$ cat src/hw/rtl/gabt_ram.sv
// generic single-port-write, one-read ram with registered read data
module gabt_ram #(
   parameter int WIDTH = 16,
   parameter int DEPTH = 256
) (
   input  logic                     clock,
   input  logic                     wr_en,
   input  logic [$clog2(DEPTH)-1:0] wr_addr,
   input  logic [WIDTH-1:0]         wr_data,
   input  logic [$clog2(DEPTH)-1:0] rd_addr,
   output logic [WIDTH-1:0]         rd_data
);
   logic [WIDTH-1:0] mem [DEPTH];

   always_ff @(posedge clock) begin
      if (wr_en) mem[wr_addr] <= wr_data;
      rd_data <= mem[rd_addr];
   end
endmodule

$ cat config.mk
export PLATFORM = sky130hd
export DESIGN_NAME = gabt_ram
export DESIGN_NICKNAME = d
export VERILOG_FILES = /design/src/hw/rtl/gabt_ram.sv
export SDC_FILE = /design/constraint.sdc
export NUM_CORES = 2
export LEC_CHECK = 0
export BUFFER_PORTS_ARGS = -buffer_cell sky130_fd_sc_hd__buf_2
export CAP_MARGIN = 20
export CORE_UTILIZATION = 55
export CTS_CLUSTER_DIAMETER = 80
export DETAILED_ROUTE_END_ITERATION = 8
export GPL_TIMING_DRIVEN = 0
export PLACE_DENSITY_LB_ADDON = 0.25
export SLEW_MARGIN = 20
export SYNTH_ARGS = -nofsm -noshare
export SYNTH_HDL_FRONTEND = slang
export SYNTH_SLANG_ARGS = --single-unit
$ cat constraint.sdc
create_clock -name clock -period 3.2 [get_ports clock]
set_input_delay 0 -clock clock [delete_from_list [all_inputs] [get_ports clock]]
set_output_delay 0 -clock clock [all_outputs]
set_load 0.03 [all_outputs]
==> impl_metrics.csv <==
group,metric,value,unit
clock_network,h-tree-depth,5,
timing,period_share,107,%
route,met3_length,72.1,mm
route,dr.first_iter.drc_count,14800,
timing,rsz0062_at_grt,"true",
final_layout,syn_to_final_growth,15.2,%
final_layout,drive_above_1_share,28.3,%
timing,fin_crit,3.43,ns
yosys,muxShareOfSynthArea,15.5,%
outcome,status,"finished with violations",
clock_network,post_cts_buffers,0,
clock_network,cts_buffers,408,
final_layout,fin_nets,8130,
clock_network,clk_pin_slew,0.06,ns
grt,grt_overflow,0,
grt,grtUsageTotal,33.2,%
timing,hold_viol_final,0,
route,ant_nets,0,
yosys,yosys_warnings,0,
setup_path,crit_slowest_cell,"nand3_1",
yosys,synth-simple-area-share,1.57,%
final_layout,postLayoutCoreUtil,64.0,%
setup_path,crit_path_end_kind,"register",
yosys,synth-compound-area-share,3.54,%
die,dieHeight,539,µm
yosys,netlist_instances,7360,
power,cellLeakagePower,58.0,nW
outcome,violations,"setup timing",
route,wl_met2,213,mm
yosys,synth_fa_ha_area_share,0,%
yosys,synth_nets,7394,
job,drv_cap,0,
setup_path,crit_path_start_kind,"input pin",
route,via_per_inst,6.97,
die,die_area,291000,µm²
final_layout,final_cell_mix,"edfxtp_1 (4096), mux4_2 (797), mux2i_1 (565)",
route,dr.pass1.iters,9,
timing,max_freq,292,MHz
power,power_per_cell_area,625,nW/µm²
power,p_total,114,mW
route,wl_met1,172,mm
yosys,synth-xor-area-share,0,%
timing,layout_setup_ws,-0.229,ns
yosys,synth.distinct_cells,52,
timing,worst_pin_slew,1.31,ns
timing,slew_viol_final,0,
timing,setup_violations,189,
grt,antenna_found_initial,30,
setup_path,crit_required,3.86,ns
clock_network,root_buffer,"clkbuf_16",
setup_path,path_buf_inv,4,
placement,place_area,169000,µm²
clock_network,cts_tree,"yes",
setup_path,path_delay_family,"simple AND/OR/NAND/NOR gates",
route,drc,0,
final_layout,final_common_cell,"edfxtp_1",
grt,first_global_vias,82000,
timing,finClkSkew,0.0534,ns
setup_path,crit_type,"input pin to register",
grt,grt_pass1_wl,658,mm
die,pin_count,50,
placement,place_ws,-2.06,ns
route,vias,85100,
placement,hpwlAfterDp,330,mm
setup_path,crit_chain,"dlygate4sd3_1 -> clkbuf_1 -> nor2_1 -> nand3_1 -> clkbuf_4 -> nor2_2 -> buf_6",
final_layout,finalInstanceArea,183000,µm²
route,routed.top_layer,"met5",
die,initial_core_util,55.5,%
power,ir_worst_vdd,519,µV
die,die_w,539,µm
setup_path,critPathArrivalTime,4.09,ns
placement,place.gp.congestion,1.07,
hold_path,hp-class,"input pin to register",
grt,grt_max_degree,129,
die,num_rows,196,
clock_network,clk_latency,1.00,ns
timing,slew_headroom,12.4,%
yosys,synth-seq-cells,4112,
setup_path,worstPathMaxFanout,10,
yosys,netlist_area,159000,µm²
clock_network,clock_path_buffers,4,
yosys,yosysSeqAreaShare,77.7,%
yosys,synth_top_family_by_area,"multiplexers",
clock_network,cts.sinks,4112,
route,routed_wl,485,mm
yosys,syn_avg_cell_area,21.6,µm²
placement,portBuffers,39,
timing,fin_tns_setup,-20.50,ns
setup_path,cpPeakStageDelay,0.96,ns
die,core,286000,µm²
route,wl_per_cell,39.7,µm
[worst register-to-register path: cells and delay by family, from the launching register on]
| family | cells | cell delay [ns] |
|---|---|---|
| muxes | 2 | 0.82 |
| DFF | 1 | 0.40 |
| AOI/OAI and AO/OA | 3 | 1.41 |
| and+or+nand+nor | 1 | 0.24 |
[where the power goes]
group / switching [mW] / total (mW) / internal [mW]
registers: 0.0350 / 59.4 / 59.4
logic: 4.73 / 6.80 / 2.07
clock network: 20.8 / 48.0 / 27.2
total: 25.5 / 114 / 88.7
[per-layer routing]
layer / track usage [%] / vias up
li1: - / 32800
met1: 44.8 / 44600
met2: 47.9 / 6542
met3: 12.2 / 1107
met4: 16.4 / 22
met5: 0.345 / -
[cell type report]
type	count	area (µm²)
flip-flops and latches	4112	123000
diodes	19	47.5
clock inverters	250	2650
multi-input cells	2792	34100
plain buffers	450	2840
fillers	18500	103000
repair buffers	328	4540
well taps	3762	4710
inverters	4	15.0
clock buffers	494	10700
[cells in the mapped netlist, drive strengths merged]
cell type  instances  share of area [%]
edfxtp          4096                 77
mux4             797                 11
mux2i            565                3.6
nor2             304               0.72
o221ai           253                1.4
clkbuf           230               0.54
buf              222                1.1
a21oi            175               0.55
o22ai            148               0.58
nor3              92               0.29
mux2              88               0.62
a22oi             43               0.20
nand2             38              0.090
o21ai             38               0.12
nand3             35               0.11
a22o              32               0.18
a221oi            28               0.15
nand4             26               0.10
o32ai             21               0.12
a211oi            18              0.085
nor4              18              0.075
dfxtp             16               0.20
o31ai             16              0.076
and3              11              0.043
nor2b              9              0.035
a2111oi            6              0.033
a31oi              6              0.024
or2                5              0.020
inv                4             0.0095
nand2b             3              0.012
nand4b             3              0.017
a21o               2             0.0095
and2               2             0.0079
and4               2              0.011
nor4bb             2              0.013
or3                2             0.0079
nand3b             1             0.0047
nor3b              1             0.0047
or3b               1             0.0055
or4b               1             0.0063
[stage by stage]
step / hold slack (ns) / std cells
after floorplan: 0.0989 / 7360
after global placement: 0.439 / 11200
after detailed placement: 0.384 / 11400
after CTS: 0.000224 / 12200
after global routing: 0.0234 / 12200
final: 0.0294 / 12200
[final timing paths]
kind / start / end / slack, ns / cells after the start
min: wr_data[3] / mem[126][3] / 0.03 / 2
max: wr_addr[3] / mem[177][2] / -0.23 / 7
min reg2reg: mem[218][11] / rd_data[11] / 1.19 / 6
max reg2reg: mem[131][0] / rd_data[0] / 0.15 / 6
[state kept, by name, indices dropped and copies added, names as in the netlist]
register  cells
rd_data      16
mem        4096
[repair_timing]
action | 4_1_cts | 5_1_grt
hold buffers | 30 | 0
pin swaps | 0 | 1
setup endpoints to repair | 16 | 123
hold endpoints to repair | 3531 | 0
resized for setup | 87 | 51
[cell families after synthesis]
| kind of cell | count (synthesis) |
|---|---|
| buffers and inverters | 456 |
| AO/OA/AOI/OAI | 786 |
| AND/OR/NAND/NOR | 556 |
| flip-flops | 4112 |
| multiplexers | 1450 |
(Power assumes the default switching activity.)
