File: config.mk
export PLATFORM = sky130hd
export DESIGN_NAME = gabt_mac
export DESIGN_NICKNAME = d
export VERILOG_FILES = /design/src/hw/rtl/gabt_pkg.sv /design/src/hw/rtl/gabt_mac.sv
export SDC_FILE = /design/constraint.sdc
export NUM_CORES = 2
export LEC_CHECK = 0
export BUFFER_PORTS_ARGS = -buffer_cell sky130_fd_sc_hd__buf_2
export CELL_PAD_IN_SITES_DETAIL_PLACEMENT = 1
export CELL_PAD_IN_SITES_GLOBAL_PLACEMENT = 1
export CORE_ASPECT_RATIO = 0.8
export CORE_MARGIN = 2
export CORE_UTILIZATION = 35
export DETAILED_ROUTE_END_ITERATION = 8
export PLACE_DENSITY_LB_ADDON = 0.3
export SYNTH_ARGS = -nofsm -noshare
export SYNTH_HDL_FRONTEND = slang
export SYNTH_SLANG_ARGS = --single-unit
File: constraint.sdc
create_clock -name clock -period 8.8 [get_ports clock]
set_input_delay 1.76 -clock clock [delete_from_list [all_inputs] [get_ports clock]]
set_output_delay 1.76 -clock clock [all_outputs]
set_load 0.005 [all_outputs]
File: src/hw/rtl/gabt_pkg.sv
// shared types and constants for the fixed-point matrix multiply block
package gabt_pkg;

   localparam int MAX_DIM_DEF = 16;
   localparam int ELEM_W = 16;
   localparam int SCALE_W = 16;
   localparam int DIM_W = 5;
   localparam int OP_W = 3;
   localparam int IDX_W = 4;
   localparam int CSR_IDX_W = 3;
   localparam int CSR_DATA_W = 16;

   typedef enum logic [OP_W-1:0] {
      OP_LOAD_A  = 3'd0,
      OP_LOAD_B  = 3'd1,
      OP_LOAD_C  = 3'd2,
      OP_COMPUTE = 3'd3,
      OP_READ_C  = 3'd4
   } op_type;

   typedef enum logic [CSR_IDX_W-1:0] {
      CSR_TRANSPOSE_A = 3'd0,
      CSR_TRANSPOSE_B = 3'd1,
      CSR_ROWS_M      = 3'd2,
      CSR_COLS_N      = 3'd3,
      CSR_INNER_K     = 3'd4,
      CSR_ALPHA       = 3'd5,
      CSR_BETA        = 3'd6
   } csr_type;

   localparam logic RESULT_DONE = 1'b0;
   localparam logic RESULT_READ = 1'b1;

   // saturate a wide signed sum into one element
   function automatic logic signed [ELEM_W-1:0] sat_elem(input logic signed [47:0] v);
      logic signed [47:0] hi;
      logic signed [47:0] lo;
      hi = 48'sd32767;
      lo = -48'sd32768;
      if (v > hi) sat_elem = 16'sh7fff;
      else if (v < lo) sat_elem = 16'sh8000;
      else sat_elem = v[ELEM_W-1:0];
   endfunction

endpackage

File: src/hw/rtl/gabt_mac.sv
// multiply-accumulate and scaling datapath for one output element
module gabt_mac (
   input  logic                                   clock,
   input  logic                                   acc_clear,
   input  logic                                   acc_en,
   input  logic signed [gabt_pkg::ELEM_W-1:0]     a_value,
   input  logic signed [gabt_pkg::ELEM_W-1:0]     b_value,
   input  logic                                   scale_en,
   input  logic signed [gabt_pkg::SCALE_W-1:0]    alpha_scale,
   input  logic signed [gabt_pkg::SCALE_W-1:0]    beta_scale,
   input  logic signed [gabt_pkg::ELEM_W-1:0]     c_old,
   input  logic                                   sum_en,
   output logic signed [gabt_pkg::ELEM_W-1:0]     c_new
);
   import gabt_pkg::*;

   logic signed [31:0] prod_ff;
   logic               prod_vld_ff;
   logic signed [39:0] acc_ff;
   logic signed [55:0] alpha_prod_ff;
   logic signed [31:0] beta_prod_ff;
   logic signed [47:0] alpha_rnd;
   logic signed [47:0] beta_rnd;
   logic signed [47:0] sum_in;

   // product is registered, then summed into the accumulator in the next cycle; scale products register on scale_en
   always_ff @(posedge clock) begin
      prod_ff <= a_value * b_value;
      prod_vld_ff <= acc_en;
      if (acc_clear) acc_ff <= '0;
      else if (prod_vld_ff) acc_ff <= acc_ff + 40'(prod_ff);
      if (scale_en) begin
         alpha_prod_ff <= 56'(alpha_scale) * 56'(acc_ff);
         beta_prod_ff <= (beta_scale == '0) ? '0 : 32'(beta_scale) * 32'(c_old);
      end
   end

   // arithmetic shifts give floor, matching round-half-up
   always_comb begin
      alpha_rnd = 48'((alpha_prod_ff + 56'sd524288) >>> 20);
      beta_rnd = 48'((48'(beta_prod_ff) + 48'sd2048) >>> 12);
      sum_in = alpha_rnd + beta_rnd;
   end

   always_ff @(posedge clock) begin
      if (sum_en) c_new <= sat_elem(sum_in);
   end
endmodule

==> impl_metrics.yaml <==
status:
  outcome: "completed"
drt:
  wirelength_mm: 141
  via_count: 36300
  post-route-drc-count: 0
  dr.pass1.iters: 5
  antenna_left: 0
  viasPerCell: 4.87
  wl_per_cell_um: 19.0
  drt-initial-drc-count: 1826
cts:
  cts_resized: 0
  cts_root_buf: "clkbuf_16"
  postCtsSetupBuffers: 0
  cts.sinks: 147
  clk_pin_slew_worst_paths_ps: 80
  clock_latency_ps: 510
  ctsLongestPathBuffers: 2
  numCtsBuffers: 17
  ctsHoldBuffers: 0
  htree_num_levels: 4
  tritoncts: "yes"
worst_setup_path:
  ff2ff_path_depth: 26
  cpMaxStageDelayCell: "buf_2"
  rr_startpoint: "acc_ff[32]$_SDFFE_PP0P_"
  critPathCaptureType: "flop"
  startpoint: "alpha_scale[6]"
  max_stage_delay_ps: 650
  crit_path_start_kind: "primary input"
  cp-endpoint: "alpha_prod_ff[52]$_DFFE_PP_"
  crit_path_max_fanout: 35
  r2r_setup_slack_ps: 1280
  cp.depth: 26
  rr_endpoint: "alpha_prod_ff[52]$_DFFE_PP_"
  required_ps: 9020
  critical-path-top-delay-family: "adder cells"
  cp.arrival_ps: 8700
  crit_type: "primary input to flop"
  critPathBufInv: 7
  cpMostUsedCell: "fa_1"
hold_path:
  hp-class: "flop to flop"
synth:
  synthFlopType: "edfxtp_1"
  synth_fp_nets: 7092
  async_flop_share_pct: 0
  ys_ff_latch: 147
  ys_types: 79
  syn_area_um2: 49500
  synthCells: 5520
  avgSynthCellArea_um2: 8.97
  synth_edf_count: 74
  yosys_warnings: 0
  yosysSeqAreaShare_pct: 7.44
timing:
  drv_slew: 0
  relSlewSlack_pct: 17.8
  setup_violations: 0
  period_needed_ps: 8490
  tns_ps: 0
  finalHoldViolCount: 0
  fmax_ghz: 0.118
  rsz0062_at_grt: "no"
  skew_ps: 20.3
  fin_crit_sh_pct: 96.4
  worst_pin_slew_ps: 1230
global_routing:
  grt_pass1_vias: 41600
  antenna_found_initial: 6
  grt_max_degree: 59
  track_usage_pct: 20.5
  grt_overflow: 0
  grt_pass1_wl_mm: 233
flow_run:
  maxCapViolations: 0
layout:
  final_nets: 7142
  mostFrequentLayoutCell: "inv_1"
  drive_gt1_share_pct: 5.07
  fin_cells: 7459
  final_cell_mix: "1,358 x inv_1, 1,122 x fa_1, 752 x nand2_1"
  fin_area_um2: 53300
  syn_to_final_growth_pct: 7.58
floorplanning:
  die_w_um: 424
  io_pins: 101
  core_um2: 141000
  fp.dieH_um: 340
  die-area_um2: 144000
  initial_core_util_pct: 35.2
  rows: 123
placed_design:
  placed_area_um2: 52700
  place_congestion: 0.850
  dp_hpwl_mm: 118
  dp.cells: 7426
  portBuffers: 100
## kinds of logic (layout without fill, tap and decap cells)
| group | after synthesis | after routing | share of synthesized area (%) |
|---|---|---|---|
| simple gates | 1633 | 1633 | 15.7 |
| buf+inv | 1554 | 1617 | 11.8 |
| fa+ha+maj | 1487 | 1487 | 54.6 |
| compound gates | 461 | 461 | 6.14 |
| xor+xnor | 215 | 215 | 3.80 |
| flops | 147 | 147 | 7.44 |
| mux | 23 | 23 | 0.465 |
| other cells | 0 | 1 | 0 |
## worst min path at each step
stage	endpoint	slack, ps	cells after the start	start
6_report	acc_ff[31]$_SDFFE_PP0P_	550	2	acc_ff[31]$_SDFFE_PP0P_
5_1_grt	acc_ff[31]$_SDFFE_PP0P_	590	2	acc_ff[31]$_SDFFE_PP0P_
4_1_cts	acc_ff[31]$_SDFFE_PP0P_	560	2	acc_ff[31]$_SDFFE_PP0P_
3_5_place_dp	acc_ff[31]$_SDFFE_PP0P_	530	2	acc_ff[31]$_SDFFE_PP0P_
3_3_place_gp	acc_ff[31]$_SDFFE_PP0P_	510	2	acc_ff[31]$_SDFFE_PP0P_
2_1_floorplan	acc_ff[6]$_SDFFE_PP0P_	500	2	acc_ff[6]$_SDFFE_PP0P_
## final cells by class
cell class | instances | area, um^2
Inverter | 1358 | 5100
Timing Repair Buffer | 227 | 1620
Tap cell | 1875 | 2350
Multi-Input combinational cell | 3819 | 40000
Antenna cell | 1 | 2.50
Clock buffer | 17 | 425
Sequential cell | 147 | 3680
Fill cell | 16400 | 87300
Clock inverter | 15 | 109
## synthesized netlist by cell type (all sizes together), types with 10 or more instances
| master | number | area share [%] |
|---|---|---|
| a211oi | 29 | 0.52 |
| a21o | 60 | 0.91 |
| a21oi | 137 | 1.4 |
| a31oi | 15 | 0.19 |
| and2 | 444 | 5.6 |
| and3 | 29 | 0.37 |
| clkbuf | 192 | 1.5 |
| dfxtp | 73 | 3.0 |
| edfxtp | 74 | 4.5 |
| fa | 1122 | 45 |
| ha | 365 | 9.2 |
| inv | 1356 | 10 |
| mux2i | 23 | 0.47 |
| nand2 | 752 | 5.7 |
| nand2b | 44 | 0.56 |
| nand3 | 50 | 0.51 |
| nand4 | 20 | 0.25 |
| nor2 | 194 | 1.5 |
| nor2b | 21 | 0.27 |
| nor3 | 35 | 0.35 |
| o211ai | 17 | 0.27 |
| o21a | 18 | 0.27 |
| o21ai | 87 | 0.88 |
| o21bai | 19 | 0.29 |
| or3 | 10 | 0.13 |
| xnor2 | 153 | 2.7 |
| xor2 | 62 | 1.1 |
## worst register-to-register path, stage by stage (launching register included)
cell and delay, ps:
dfxtp_1 1000, nand2_1 230, fa_1 620, inv_1 60, fa_1 470, inv_1 50, fa_1 490, inv_1 60
fa_1 440, fa_1 510, inv_1 50, fa_1 480, inv_1 60, ha_1 290, nand2_1 50, or2_2 290
nor2b_1 300, nand3_1 120, nor2_1 110, o2bb2ai_1 200, o21ai_0 130, buf_4 170, a211oi_1 370, nor2_1 110
buf_4 160, o2111ai_1 200, o311ai_0 190
## per-stage QoR
stage               setup slack (ps)  utilization [%]  hold WS, ps
floorplan                        914                -          505
global placement               -29.0             37.5          510
detailed placement             -86.8             37.5          532
CTS                              457             37.9          559
global route                    14.7             37.9          588
finish                           313             37.9          553
## layer usage
layer	part of all wire (%)	GRT usage (%)	vias up	wire [um]
li1	-	-	16500	-
met1	50	30.6	19100	70100
met2	45	32.4	601	63400
met3	4.7	2.60	90	6590
met4	0.92	2.80	0	1300
met5	0	0	-	0
## state kept, by name (all words and copies together), names as in the netlist
| name | flops |
|---|---|
| prod_vld_ff | 1 |
| prod_ff | 32 |
| acc_ff | 40 |
| alpha_prod_ff | 37 |
| beta_prod_ff | 21 |
| c_new | 16 |
Power is not shown: default switching activity piles up to over one toggle a cycle in this logic, so the estimate is an artifact.
